File: src/sv/xcrc_pkg.sv
`timescale 1ns / 1ps
// shared types, byte codes and the crc-16/ccitt step for the xmodem-crc receiver
// no dependencies

package xcrc_pkg;

  localparam int CommitAddrW = 24;
  localparam int OffsetW     = 10;
  localparam int LenW        = 11;

  // protocol bytes
  localparam logic [7:0] B_SOH = 8'h01;
  localparam logic [7:0] B_STX = 8'h02;
  localparam logic [7:0] B_EOT = 8'h04;
  localparam logic [7:0] B_ACK = 8'h06;
  localparam logic [7:0] B_NAK = 8'h15;
  localparam logic [7:0] B_CAN = 8'h18;
  localparam logic [7:0] B_C   = 8'h43;

  localparam logic [LenW-1:0] LEN_SHORT = 11'd128;
  localparam logic [LenW-1:0] LEN_LONG  = 11'd1024;

  localparam logic [15:0] CRC_POLY   = 16'h1021;
  localparam logic [15:0] CRC_TOPBIT = 16'h8000;

  localparam logic [7:0] TRIES_RESET  = 8'd40;
  localparam logic [7:0] ERRORS_RESET = 8'd20;

  typedef enum logic [1:0] {
    OP_BYTE  = 2'd0,
    OP_TICK  = 2'd1,
    OP_START = 2'd2
  } op_t;

  typedef enum logic [1:0] {
    SESS_RUN  = 2'd0,
    SESS_OK   = 2'd1,
    SESS_FAIL = 2'd2
  } session_t;

  typedef enum logic [1:0] {
    NV_GOOD = 2'd0,
    NV_ERR  = 2'd1,
    NV_DUP  = 2'd2
  } nverdict_t;

  typedef enum logic {
    CFG_MAX_ERRORS    = 1'b0,
    CFG_INITIAL_TRIES = 1'b1
  } cfg_index_t;

  localparam logic KIND_DATA    = 1'b0;
  localparam logic KIND_VERDICT = 1'b1;

  typedef enum logic [6:0] {
    PH_IDLE = 7'b0000001,
    PH_HDR  = 7'b0000010,
    PH_NUM  = 7'b0000100,
    PH_INV  = 7'b0001000,
    PH_DATA = 7'b0010000,
    PH_CRCH = 7'b0100000,
    PH_CRCL = 7'b1000000
  } phase_t;

  typedef struct packed {
    logic [1:0] operation;
    logic [7:0] rx_byte;
  } item_t;

  typedef struct packed {
    logic                   kind;
    logic [7:0]             data_byte;
    logic [OffsetW-1:0]     byte_offset;
    logic                   commit;
    logic [CommitAddrW-1:0] commit_address;
    logic [LenW-1:0]        packet_length;
    logic [7:0]             response;
    logic [1:0]             session;
  } result_t;

  typedef struct packed {
    logic [7:0] max_errors;
    logic [7:0] initial_tries;
  } cfg_t;

  // one byte through crc-16/ccitt, msb first
  function automatic logic [15:0] crc_step(input logic [15:0] crc, input logic [7:0] b);
    logic [15:0] c;
    c = crc ^ {b, 8'h00};
    for (int i = 0; i < 8; i++) begin
      if ((c & CRC_TOPBIT) != 16'h0000) begin
        c = {c[14:0], 1'b0} ^ CRC_POLY;
      end else begin
        c = {c[14:0], 1'b0};
      end
    end
    return c;
  endfunction

endpackage

File: src/sv/xmodem_crc_receiver_core.sv
`timescale 1ns / 1ps
// top level of the xmodem-crc receiver: input register, protocol engine, result register
// depends on xcrc_pkg, xcrc_in_stage, xcrc_proto, xcrc_out_stage
//
//   channel   direction   handshake             payload
//   input     in          in_valid / in_stall   operation, rx_byte
//   result    out         out_valid / out_stall kind .. session
//   config    in          cfg_we                cfg_index, cfg_data
//
// one transaction per cycle sustained while the result register is not stalled; an accepted input
// transaction yields its result through the input register, then the result register
// the protocol state updates with each accepted transaction, crc-16 step is eight xor levels
// rst is synchronous and returns the session to idle and config to defaults
// a stalled result register holds the engine; the input register then stalls

module xmodem_crc_receiver_core #(
  parameter int ADDR_BITS = 24
) (
  input  logic        clk,
  input  logic        rst,
  input  logic        in_valid,
  output logic        in_stall,
  input  logic [1:0]  operation,
  input  logic [7:0]  rx_byte,
  output logic        out_valid,
  input  logic        out_stall,
  output logic        kind,
  output logic [7:0]  data_byte,
  output logic [9:0]  byte_offset,
  output logic        commit,
  output logic [23:0] commit_address,
  output logic [10:0] packet_length,
  output logic [7:0]  response,
  output logic [1:0]  session,
  input  logic        cfg_we,
  input  logic        cfg_index,
  input  logic [7:0]  cfg_data
);
  import xcrc_pkg::*;

  item_t   in_item, item;
  result_t res, out_res;
  logic    item_valid, take, res_valid, out_free;

  assign in_item.operation = operation;
  assign in_item.rx_byte   = rx_byte;

  xcrc_in_stage u_in (
    .clk        (clk),
    .rst        (rst),
    .in_valid   (in_valid),
    .in_item    (in_item),
    .in_stall   (in_stall),
    .take       (take),
    .item_valid (item_valid),
    .item       (item)
  );

  xcrc_proto #(
    .ADDR_BITS (ADDR_BITS)
  ) u_proto (
    .clk        (clk),
    .rst        (rst),
    .cfg_we     (cfg_we),
    .cfg_index  (cfg_index),
    .cfg_data   (cfg_data),
    .item_valid (item_valid),
    .item       (item),
    .out_free   (out_free),
    .take       (take),
    .res_valid  (res_valid),
    .res        (res)
  );

  xcrc_out_stage u_out (
    .clk       (clk),
    .rst       (rst),
    .res_valid (res_valid),
    .res       (res),
    .out_free  (out_free),
    .out_valid (out_valid),
    .out_stall (out_stall),
    .out_res   (out_res)
  );

  assign kind           = out_res.kind;
  assign data_byte      = out_res.data_byte;
  assign byte_offset    = out_res.byte_offset;
  assign commit         = out_res.commit;
  assign commit_address = out_res.commit_address;
  assign packet_length  = out_res.packet_length;
  assign response       = out_res.response;
  assign session        = out_res.session;

  // input side only stalls behind a full, stalled result register
  a_stall_cause: assert property (@(posedge clk) disable iff (rst)
    in_stall |-> (item_valid && out_valid && out_stall))
    else $error("input stalled without a blocked result");

  a_commit_len: assert property (@(posedge clk) disable iff (rst)
    (out_valid && commit) |-> (kind == KIND_VERDICT &&
      (packet_length == LEN_SHORT || packet_length == LEN_LONG)))
    else $error("commit with bad packet length");

  a_data_clean: assert property (@(posedge clk) disable iff (rst)
    (out_valid && kind == KIND_DATA) |->
      (response == 8'd0 && session == SESS_RUN && !commit))
    else $error("data byte carries verdict fields");

  a_take_result: assert property (@(posedge clk) disable iff (rst)
    (res_valid && out_free) |=> (out_valid && out_res == $past(res)))
    else $error("result lost on its way to the result register");

endmodule

File: src/sv/xcrc_in_stage.sv
`timescale 1ns / 1ps
// input register of the xmodem-crc receiver: holds one accepted transaction
// depends on xcrc_pkg

module xcrc_in_stage (
  input  logic          clk,
  input  logic          rst,
  input  logic          in_valid,
  input  xcrc_pkg::item_t in_item,
  output logic          in_stall,
  input  logic          take,
  output logic          item_valid,
  output xcrc_pkg::item_t item
);
  import xcrc_pkg::*;

  assign in_stall = item_valid && !take;

  always_ff @(posedge clk) begin
    if (rst) begin
      item_valid <= 1'b0;
    end else if (!in_stall) begin
      item_valid <= in_valid;
    end
  end

  always_ff @(posedge clk) begin
    if (!in_stall && in_valid) begin
      item <= in_item;
    end
  end

endmodule

File: src/sv/xcrc_proto.sv
`timescale 1ns / 1ps
// protocol engine: packet parser, crc check, verdict and session state
// depends on xcrc_pkg

module xcrc_proto #(
  parameter int ADDR_BITS = 24
) (
  input  logic            clk,
  input  logic            rst,
  input  logic            cfg_we,
  input  logic            cfg_index,
  input  logic [7:0]      cfg_data,
  input  logic            item_valid,
  input  xcrc_pkg::item_t item,
  input  logic            out_free,
  output logic            take,
  output logic            res_valid,
  output xcrc_pkg::result_t res
);
  import xcrc_pkg::*;

  localparam int WideW = (ADDR_BITS > CommitAddrW) ? ADDR_BITS : CommitAddrW;

  cfg_t cfg;

  phase_t                phase, phase_next;
  logic                  starting, starting_next;
  logic [7:0]            start_tries, start_tries_next;
  logic [7:0]            expected_number, expected_number_next;
  logic [7:0]            header_number, header_number_next;
  logic [LenW-1:0]       bytes_left, bytes_left_next;
  logic                  long_packet, long_packet_next;
  logic [15:0]           running_crc, running_crc_next;
  logic [7:0]            crc_high, crc_high_next;
  nverdict_t             number_verdict, number_verdict_next;
  logic [7:0]            error_count, error_count_next;
  logic [ADDR_BITS-1:0]  write_address, write_address_next;

  // error outcome, shared by timeout and bad packet
  logic [7:0] tries_inc, errs_inc;
  phase_t     err_phase;
  logic [7:0] err_resp;
  session_t   err_session;

  logic [LenW-1:0] pkt_len, offset_full, bytes_dec;
  logic [WideW-1:0] addr_wide;
  nverdict_t  nv_hdr, nv_end;
  logic       do_error;

  assign take      = item_valid && out_free;
  assign pkt_len   = long_packet ? LEN_LONG : LEN_SHORT;
  assign offset_full = pkt_len - bytes_left;
  assign bytes_dec = (bytes_left != '0) ? bytes_left - LenW'(1) : bytes_left;
  assign addr_wide = WideW'(write_address);

  always_ff @(posedge clk) begin
    if (rst) begin
      cfg.max_errors    <= ERRORS_RESET;
      cfg.initial_tries <= TRIES_RESET;
    end else if (cfg_we) begin
      case (cfg_index_t'(cfg_index))
        CFG_MAX_ERRORS:    cfg.max_errors    <= cfg_data;
        CFG_INITIAL_TRIES: cfg.initial_tries <= cfg_data;
        default: ;
      endcase
    end
  end

  always_comb begin
    tries_inc = (start_tries != 8'hFF) ? start_tries + 8'd1 : start_tries;
    errs_inc  = (error_count != 8'hFF) ? error_count + 8'd1 : error_count;
    if (starting) begin
      err_resp = B_C;
      if (tries_inc >= cfg.initial_tries) begin
        err_phase   = PH_IDLE;
        err_session = SESS_FAIL;
      end else begin
        err_phase   = PH_HDR;
        err_session = SESS_RUN;
      end
    end else if (error_count > cfg.max_errors) begin
      err_phase   = PH_IDLE;
      err_resp    = B_CAN;
      err_session = SESS_FAIL;
    end else begin
      err_phase   = PH_HDR;
      err_resp    = B_NAK;
      err_session = SESS_RUN;
    end
  end

  // packet number check against its complement, the expected number and the previous one, and the crc compare
  always_comb begin
    nv_hdr = NV_GOOD;
    if (header_number != ~item.rx_byte || header_number != expected_number) begin
      nv_hdr = NV_ERR;
    end
    if (header_number == expected_number - 8'd1) begin
      nv_hdr = NV_DUP;
    end
    nv_end = ({crc_high, item.rx_byte} == running_crc) ? number_verdict : NV_ERR;
  end

  always_comb begin
    phase_next           = phase;
    starting_next        = starting;
    start_tries_next     = start_tries;
    expected_number_next = expected_number;
    header_number_next   = header_number;
    bytes_left_next      = bytes_left;
    long_packet_next     = long_packet;
    running_crc_next     = running_crc;
    crc_high_next        = crc_high;
    number_verdict_next  = number_verdict;
    error_count_next     = error_count;
    write_address_next   = write_address;
    res_valid            = 1'b0;
    res                  = '0;
    do_error             = 1'b0;

    if (take) begin
      case (item.operation)
        OP_START: begin
          phase_next           = PH_HDR;
          starting_next        = 1'b1;
          start_tries_next     = 8'd0;
          expected_number_next = 8'd1;
          error_count_next     = 8'd0;
          write_address_next   = '0;
        end
        OP_TICK: begin
          if (phase != PH_IDLE) begin
            do_error = 1'b1;
          end
        end
        OP_BYTE: begin
          case (phase)
            PH_HDR: begin
              if (item.rx_byte == B_SOH || item.rx_byte == B_STX) begin
                long_packet_next = (item.rx_byte == B_STX);
                phase_next       = PH_NUM;
              end else if (item.rx_byte == B_EOT || item.rx_byte == B_CAN) begin
                phase_next   = PH_IDLE;
                res_valid    = 1'b1;
                res.kind     = KIND_VERDICT;
                res.response = B_ACK;
                res.session  = (item.rx_byte == B_EOT) ? SESS_OK : SESS_FAIL;
              end
            end
            PH_NUM: begin
              header_number_next = item.rx_byte;
              phase_next         = PH_INV;
            end
            PH_INV: begin
              number_verdict_next = nv_hdr;
              bytes_left_next     = pkt_len;
              running_crc_next    = 16'h0000;
              phase_next          = PH_DATA;
            end
            PH_DATA: begin
              res_valid        = 1'b1;
              res.kind         = KIND_DATA;
              res.data_byte    = item.rx_byte;
              res.byte_offset  = offset_full[OffsetW-1:0];
              running_crc_next = crc_step(running_crc, item.rx_byte);
              bytes_left_next  = bytes_dec;
              if (bytes_dec == '0) begin
                phase_next = PH_CRCH;
              end
            end
            PH_CRCH: begin
              crc_high_next = item.rx_byte;
              phase_next    = PH_CRCL;
            end
            PH_CRCL: begin
              if (nv_end == NV_GOOD) begin
                res_valid            = 1'b1;
                res.kind             = KIND_VERDICT;
                res.commit           = 1'b1;
                res.commit_address   = addr_wide[CommitAddrW-1:0];
                res.packet_length    = pkt_len;
                res.response         = B_ACK;
                res.session          = SESS_RUN;
                write_address_next   = write_address + ADDR_BITS'(pkt_len);
                error_count_next     = 8'd0;
                expected_number_next = expected_number + 8'd1;
                starting_next        = 1'b0;
                phase_next           = PH_HDR;
              end else if (nv_end == NV_DUP) begin
                res_valid     = 1'b1;
                res.kind      = KIND_VERDICT;
                res.response  = B_ACK;
                res.session   = SESS_RUN;
                starting_next = 1'b0;
                phase_next    = PH_HDR;
              end else begin
                do_error = 1'b1;
              end
            end
            default: ;
          endcase
        end
        default: ;
      endcase
    end

    if (do_error) begin
      phase_next   = err_phase;
      res_valid    = 1'b1;
      res          = '0;
      res.kind     = KIND_VERDICT;
      res.response = err_resp;
      res.session  = err_session;
      if (starting) begin
        start_tries_next = tries_inc;
      end else if (err_session == SESS_RUN) begin
        error_count_next = errs_inc;
      end
    end
  end

  always_ff @(posedge clk) begin
    if (rst) begin
      phase           <= PH_IDLE;
      starting        <= 1'b1;
      start_tries     <= 8'd0;
      expected_number <= 8'd1;
      header_number   <= 8'd0;
      bytes_left      <= '0;
      long_packet     <= 1'b0;
      running_crc     <= 16'h0000;
      crc_high        <= 8'd0;
      number_verdict  <= NV_GOOD;
      error_count     <= 8'd0;
      write_address   <= '0;
    end else begin
      phase           <= phase_next;
      starting        <= starting_next;
      start_tries     <= start_tries_next;
      expected_number <= expected_number_next;
      header_number   <= header_number_next;
      bytes_left      <= bytes_left_next;
      long_packet     <= long_packet_next;
      running_crc     <= running_crc_next;
      crc_high        <= crc_high_next;
      number_verdict  <= number_verdict_next;
      error_count     <= error_count_next;
      write_address   <= write_address_next;
    end
  end

endmodule

File: src/sv/xcrc_out_stage.sv
`timescale 1ns / 1ps
// result register of the xmodem-crc receiver
// depends on xcrc_pkg

module xcrc_out_stage (
  input  logic              clk,
  input  logic              rst,
  input  logic              res_valid,
  input  xcrc_pkg::result_t res,
  output logic              out_free,
  output logic              out_valid,
  input  logic              out_stall,
  output xcrc_pkg::result_t out_res
);
  import xcrc_pkg::*;

  assign out_free = !out_valid || !out_stall;

  always_ff @(posedge clk) begin
    if (rst) begin
      out_valid <= 1'b0;
    end else if (out_free) begin
      out_valid <= res_valid;
    end
  end

  always_ff @(posedge clk) begin
    if (out_free && res_valid) begin
      out_res <= res;
    end
  end

endmodule

File: config.mk
export PLATFORM = sky130hd
export DESIGN_NAME = xmodem_crc_receiver_core
export DESIGN_NICKNAME = d
export VERILOG_FILES = /design/src/sv/xcrc_pkg.sv /design/src/sv/xmodem_crc_receiver_core.sv /design/src/sv/xcrc_in_stage.sv /design/src/sv/xcrc_proto.sv /design/src/sv/xcrc_out_stage.sv
export SDC_FILE = /design/constraint.sdc
export NUM_CORES = 1
export LEC_CHECK = 0
export ABC_CLOCK_PERIOD_IN_PS = 4440
export BUFFER_PORTS_ARGS = -buffer_cell sky130_fd_sc_hd__clkbuf_2
export CAP_MARGIN = 15
export CORE_ASPECT_RATIO = 0.6
export CORE_UTILIZATION = 53
export DETAILED_ROUTE_END_ITERATION = 10
export PLACE_DENSITY = 0.77
export SLEW_MARGIN = 5
export SYNTH_ARGS = -nofsm -noshare
export SYNTH_HDL_FRONTEND = slang
export SYNTH_HIERARCHICAL = 1
export SYNTH_SLANG_ARGS = --single-unit
File: constraint.sdc
create_clock -name clk -period 4.44 [get_ports clk]
set_input_delay 0.888 -clock clk [delete_from_list [all_inputs] [get_ports clk]]
set_output_delay 0.888 -clock clk [all_outputs]
set_load 0.005 [all_outputs]
Word-level counts from Yosys, hierarchy flattened
Index checks and enable logic that the tools add are counted.
- bitwise operators: 16
- mux-type cells: 103
- reduce and logical (&&, ||, !) cells: 34
- add/subtract/negate cells: 7
- equal/unequal tests: 28
- magnitude comparators: 2
- operators with widths (kind ; number):
    two-way mux 16 bit ; 21
    two-way mux 65 bit ; 2
    two-way mux 8 bit ; 14
    two-way mux 13 bit ; 8
    two-way mux 36 bit ; 2
    two-way mux 7 bit ; 9
    two-way mux 24 bit ; 2
    one-hot mux 24 bit (2 select lines) ; 1
    one-hot mux 7 bit (6 select lines) ; 1
    one-hot mux 16 bit (2 select lines) ; 1
    one-hot mux 8 bit (2 select lines) ; 2
    two-way mux 10 bit ; 3
    adder 24 x 11 -> 24 bit ; 1
    adder 8 x 1 -> 8 bit, second input constant ; 3
    inverter 3 bit ; 8
    two-way mux 11 bit ; 2
    one-hot mux 11 bit (2 select lines) ; 1
    one-hot mux 10 bit (2 select lines) ; 1
    two-way mux 18 bit ; 1
    == test 16 bit ; 1
    two-way mux 1 bit ; 16
    two-way mux 2 bit ; 8
    != test 8 bit ; 2
    != test 8 bit, second input constant ; 2
    47 further kinds ; 78
- input port bits: 24
- register bits after elaboration: 195
- output and inout bits: 67
- word-level logic and storage cells: 216

Longest topological paths before layout
- word-level depth: 39
- gate-level depth with buffers: 13

By module
The synthesis kept the hierarchy.
- modules (own cells, without submodules) (module ; times used ; cells each ; area an instance (um^2)):
    xcrc_proto ; 1 ; 937 ; 7272.0
    xcrc_out_stage ; 1 ; 70 ; 1990.7
    xcrc_in_stage ; 1 ; 14 ; 350.3

Least setup slack after synthesis
Ideal clock, no wire load.
- path type: reg-to-reg
- start: register u_proto.phase[2]
- end: register, netlist name u_out/out_res[0]
- buffers on the path: 3
- period minus slack after synthesis: 4.285 ns
- data required time: 4.010 ns
- slack: 0.155 ns
- data arrival time: 3.856 ns
- setup time: 0.430 ns
- stages on the path, launching flop included: 10
- cell sequence: dfxtp_1 buf_6 or4_4 or4b_1 buf_2 or2_2 clkbuf_1 a21o_1 nand3_1 and2_1
- cells in the longest elaborated chain, start to end: 6
- elaborated cells on any way between the ends: 13
- classes of those cells: 4 x eq/ne; 8 x mux; 1 x reduce/logical
- ends and longest elaborated chain (element ; line ; source):
    start: declaration ; xcrc_proto.sv:26 ; phase_t phase, phase_next;
    start signal: assignment ; xcrc_proto.sv:237 ; phase <= phase_next;
    == test 7 bit (tied with other cells) ; xcrc_proto.sv:137 ; case (phase)
    one-hot mux 1 bit (3 select lines) (tied with other cells) ; xcrc_proto.sv:137 ;
    two-way mux 1 bit / one-hot mux 1 bit (2 select lines) (equally long branches) ; xcrc_proto.sv:122 ; case (item.operation)
    two-way mux 1 bit ; xcrc_proto.sv:121 ; if (take) begin
    two-way mux 1 bit * ; xcrc_proto.sv:207 ; if (do_error) begin
    named net res_valid ; xmodem_crc_receiver_core.sv:43 ; logic item_valid, take, res_valid, out_free;
    logical AND 1 bit * ; xcrc_out_stage.sv:28 ; if (out_free && res_valid) begin
The timed path passes the listed nets; every way through them passes the cells marked *.
A chain may end at the register's enable or synchronous reset.

Worst setup path after layout
- start: register u_proto.bytes_left[0]
- end: register u_proto.phase[2]
- cells in the longest elaborated chain, start to end: 5
- elaborated cells on any way between the ends: 6
- classes of those cells: 1 x add/sub; 1 x eq/ne; 1 x mux; 3 x reduce/logical
- ends and longest elaborated chain (element ; line ; source):
    start: declaration ; xcrc_proto.sv:31 ; logic [LenW-1:0] bytes_left, bytes_left_next;
    start signal: assignment ; xcrc_proto.sv:242 ; bytes_left <= bytes_left_next;
    subtractor 11 x 1 -> 11 bit / nonzero test 11 bit (equally long branches) ; xcrc_proto.sv:53 ; assign bytes_dec = (bytes_left != '0) ? bytes_left - LenW'(1) : bytes_left;
    two-way mux 11 bit * ; xcrc_proto.sv:53 ;
    logical NOT 11 bit * ; xcrc_proto.sv:167 ; if (bytes_dec == '0) begin
    != test 4 x 2 -> 1 bit (no line) * ; - ;
    AND reduction 6 bit (no line) * ; - ;
Every way passes the cells marked *; elsewhere a longest branch is shown, timed or not.

==> impl_metrics.py <==
metrics = {
    "outcome": {
        "run_status": "completed",
    },
    "logic_synthesis": {
        "postSynthAreaPerCell_um2": 9.42,
        "yosysSeqAreaShare_pct": 47.0,
        "yosys_warn_count": 6,
        "ys.flop_type": "sky130_fd_sc_hd__dfxtp_1",
        "post_synthesis_instance_total": 1021,
        "synthesis.area_mm2": 0.00961,
        "most_frequently_used_cell_type_in_the_post_synthesis_netlist": "sky130_fd_sc_hd__dfxtp_1",
        "synth.cells.most_frequent": "sky130_fd_sc_hd__dfxtp_1, sky130_fd_sc_hd__nand2_1, sky130_fd_sc_hd__nor2_1, sky130_fd_sc_hd__edfxtp_1, sky130_fd_sc_hd__a21oi_1",
        "yosysTopAreaCell": "sky130_fd_sc_hd__dfxtp_1",
        "async_reset_ff_share_pct": 0,
        "synth_edf_count": 75,
        "synth.distinct_cells": 72,
        "ys_seq_elements": 188,
        "post-synth-top-area-fraction_pct": 23.5,
        "yosys-top-cells-area": "sky130_fd_sc_hd__dfxtp_1, sky130_fd_sc_hd__edfxtp_1, sky130_fd_sc_hd__xnor2_1",
    },
    "power": {
        "intPower_mw": 2.63,
        "total_power_mw": 3.50,
        "switching_share_pct": 24.9,
        "power_frac_seq_pct": 52.5,
        "clock_power_share_pct": 42.3,
        "leakage_nw": 3.96,
        "power_per_cell_area_mw_per_mm2": 326,
        "pwr-share-comb_pct": 5.2,
        "p_switching_uw": 871,
        "irDropWorstVdd_uv": 234,
    },
    "clocking": {
        "clk_pin_slew_ns": 0.07,
        "cts.path.max_buffers": 2,
        "holdBufCountCts": 0,
        "ctsHtreeMaxLevel": 4,
        "clock_tree.root_cell": "sky130_fd_sc_hd__clkbuf_16",
        "cts.sinks": 188,
        "post_cts_resized": 0,
        "worstSkewPairLatency_ns": 0.43,
        "cts_tree": "built",
        "postcts_setup_bufs": 0,
        "cts_buffers": 17,
    },
    "sta": {
        "worstMarginPinSlew_ns": 1.02,
        "setup_tns_ns": 0,
        "layout_min_cycle_time_ns": 3.61,
        "maxClockFrequency_ghz": 0.277,
        "final.hold.worst_slack_ns": 0.456,
        "timing.final.hold_violations": 0,
        "grt_setup_unrepaired": "false",
        "fin_ws_ns": 0.830,
        "finalSetupViolCount": 0,
        "timing.final.max_slew_violations": 0,
        "relative_slew_slack_pct": 31.4,
        "timing.final.crit_share_pct": 81.3,
        "clock_skew_ns": 0.00851,
    },
    "final_layout": {
        "instances_no_fill": 1331,
        "syn2layout_area_growth_pct": 11.6,
        "diodes": 0,
        "final_layout_size_suffix_gt1_share_pct": 15.0,
        "nNetsFinal": 1133,
    },
    "worst_setup_path": {
        "reg2reg_setup_slack_ns": 0.83,
        "worst_setup_path_end_kind": "flop",
        "worst_ep_required_time_ns": 4.77,
        "crit_arrival_ns": 3.94,
        "critical_path.reg2reg.startpoint": "u_proto/bytes_left[0]$_SDFFE_PP0P_",
        "ff2ff_path_depth": 9,
        "critPathLaunch": "u_proto/bytes_left[0]$_SDFFE_PP0P_",
        "crit_path_max_fanout": 10,
        "worstSetupPathType": "reg -> reg",
        "regToRegEndpoint": "u_proto/phase[2]$_SDFFE_PP0P_",
        "startpoint_type": "flop",
    },
    "placed_design": {
        "routability_driven_placement_congestion_ratio": 0.923,
        "place.detailed.hpwl_mm": 16.6,
        "detailedPlace.worstSlack_ns": 0.809,
        "numPlacedInstances": 1299,
        "placement.io_buffers": 90,
    },
    "floorplanning": {
        "initial_core_util_pct": 55.1,
        "core-area_mm2": 0.0175,
        "die_width_um": 176,
        "row_count": 37,
        "io-pin-count": 91,
        "fp.dieH_um": 106,
        "die_outline_area_mm2": 0.0187,
    },
    "flow_run": {
        "max_cap_viols": 0,
    },
    "min_path": {
        "hold_class": "reg -> reg",
        "holdCritStartpoint": "u_proto/cfg[6]$_SDFFE_PP0P_",
        "whs_endpoint": "u_proto/cfg[6]$_SDFFE_PP0P_",
        "hold-path-cell-count": 2,
    },
    "route": {
        "number_of_nets_with_antenna_violations_after_detailed_routing": 0,
        "routed_wire_length_per_instance_um": 16.9,
        "drt_iter0_drc": 652,
        "post_drt_via_cell_ratio": 5.73,
        "routed-via-count": 7621,
        "drcViolationCount": 0,
        "totalWireLength_mm": 22.4,
        "dr.pass1.iters": 6,
    },
    "global_route": {
        "grt_antenna_before_repair": 0,
        "gr-usage-all-layers_pct": 25.0,
        "first_global_vias": 6781,
        "pin_count_of_the_biggest_net_entering_global_routing": 55,
        "overflow_after_grt": 0,
        "grt_pass1_wl_mm": 36.2,
    },
}
-- cell usage in the layout, fill, tap and decap left out, types with 8 or more instances in the layout --
| master | n |
|---|---|
| sky130_fd_sc_hd__inv_1 | 35 |
| sky130_fd_sc_hd__xnor2_1 | 57 |
| sky130_fd_sc_hd__buf_4 | 13 |
| sky130_fd_sc_hd__nand2b_1 | 17 |
| sky130_fd_sc_hd__a21oi_1 | 72 |
| sky130_fd_sc_hd__a211oi_1 | 13 |
| sky130_fd_sc_hd__nor2b_1 | 11 |
| sky130_fd_sc_hd__and3_1 | 20 |
| sky130_fd_sc_hd__dfxtp_1 | 113 |
| sky130_fd_sc_hd__mux2i_1 | 10 |
| sky130_fd_sc_hd__conb_1 | 18 |
| sky130_fd_sc_hd__clkbuf_2 | 90 |
| sky130_fd_sc_hd__nor4_1 | 11 |
| sky130_fd_sc_hd__nor2_1 | 88 |
| sky130_fd_sc_hd__edfxtp_1 | 75 |
| sky130_fd_sc_hd__clkbuf_16 | 17 |
| sky130_fd_sc_hd__and2_1 | 19 |
| sky130_fd_sc_hd__o21ai_0 | 22 |
| sky130_fd_sc_hd__a22oi_1 | 9 |
| sky130_fd_sc_hd__nand2_1 | 100 |
| sky130_fd_sc_hd__xor2_1 | 25 |
| sky130_fd_sc_hd__nand4_1 | 8 |
| sky130_fd_sc_hd__nor3_1 | 26 |
| sky130_fd_sc_hd__ha_1 | 25 |
| sky130_fd_sc_hd__nand3_1 | 54 |
| sky130_fd_sc_hd__o211ai_1 | 12 |
| sky130_fd_sc_hd__nor3b_1 | 14 |
-- flip-flops by register name, indices dropped and copies added (netlist names) --
name	cells
u_out/out_valid	1
u_proto/phase	7
u_out/out_res	65
u_proto/start_tries	8
u_proto/error_count	8
u_proto/number_verdict	2
u_proto/cfg	16
u_proto/expected_number	8
u_proto/long_packet	1
u_proto/running_crc	16
u_in/item_valid	1
u_proto/addr_wide	17
u_proto/bytes_left	11
u_proto/crc_high	8
u_proto/header_number	8
u_proto/starting	1
u_in/item	10
-- power groups by stage --
stage	Combinational, mW	Clock [mW]	Sequential (mW)
global route	0.200	1.58	1.84
floorplan	0.137	0	1.86
finish	0.182	1.48	1.84
CTS	0.179	1.50	1.84
detailed placement	0.178	0	1.88
global placement	0.176	0	1.88
-- worst max-delay path, cell delays in order, from the launching register on --
cell and delay [ns]:
sky130_fd_sc_hd__dfxtp_1 0.39, sky130_fd_sc_hd__inv_1 0.12, sky130_fd_sc_hd__ha_1 0.32, sky130_fd_sc_hd__nor3b_1 0.61, sky130_fd_sc_hd__nand3b_1 0.30, sky130_fd_sc_hd__nor3_1 0.43
sky130_fd_sc_hd__a31oi_1 0.21, sky130_fd_sc_hd__o311ai_0 0.67, sky130_fd_sc_hd__nand2_1 0.20, sky130_fd_sc_hd__o41ai_1 0.27
-- per-layer routing --
| metal | track usage, % | share of wire (%) | vias up |
|---|---|---|---|
| met5 | 0 | 0 | - |
| met4 | 4.97 | 0.54 | 0 |
| met3 | 7.30 | 10 | 10 |
| met2 | 33.0 | 39 | 347 |
| met1 | 39.3 | 50 | 3553 |
| li1 | - | - | 3711 |
-- worst max-delay path by stage --
stage	endpoint	slack, ns	cells past startpoint
5_1_grt	u_proto/phase[2]$_SDFFE_PP0P_	0.55	9
3_5_place_dp	u_out/out_res[31]$_DFFE_PP_	0.81	10
6_report	u_proto/phase[2]$_SDFFE_PP0P_	0.83	9
4_1_cts	u_out/out_res[31]$_DFFE_PP_	0.86	7
2_1_floorplan	u_out/out_res[0]$_DFFE_PP_	0.15	9
3_3_place_gp	u_out/out_res[31]$_DFFE_PP_	0.91	10
-- logic make-up after synthesis --
group	Yosys count	synth area share, %
and+or+nand+nor	411	22.1
muxes	12	1.28
buffers and inverters	112	5.34
AOI/OAI and AO/OA	190	13.5
adders and majority gates	25	3.25
xor gates and xnor gates	82	7.47
other	1	0.0390
DFF	188	47.0
-- metrics by stage --
step | util (%) | cell area [µm²]
2_1_floorplan | - | 9680
3_3_place_gp | 58.2 | 10200
3_5_place_dp | 58.2 | 10200
4_1_cts | 61.5 | 10700
5_1_grt | 61.5 | 10700
6_report | 61.5 | 10700
-- final cells by class --
cell class | instances | area, µm²
clock buffers | 17 | 425
clock inverters | 15 | 144
fillers | 1459 | 6730
inverters | 35 | 131
multi-input cells | 738 | 4650
flip-flops and latches | 188 | 4510
well taps | 234 | 293
repair buffers | 104 | 568
No activity file was read; power rests on OpenSTA's default activity.
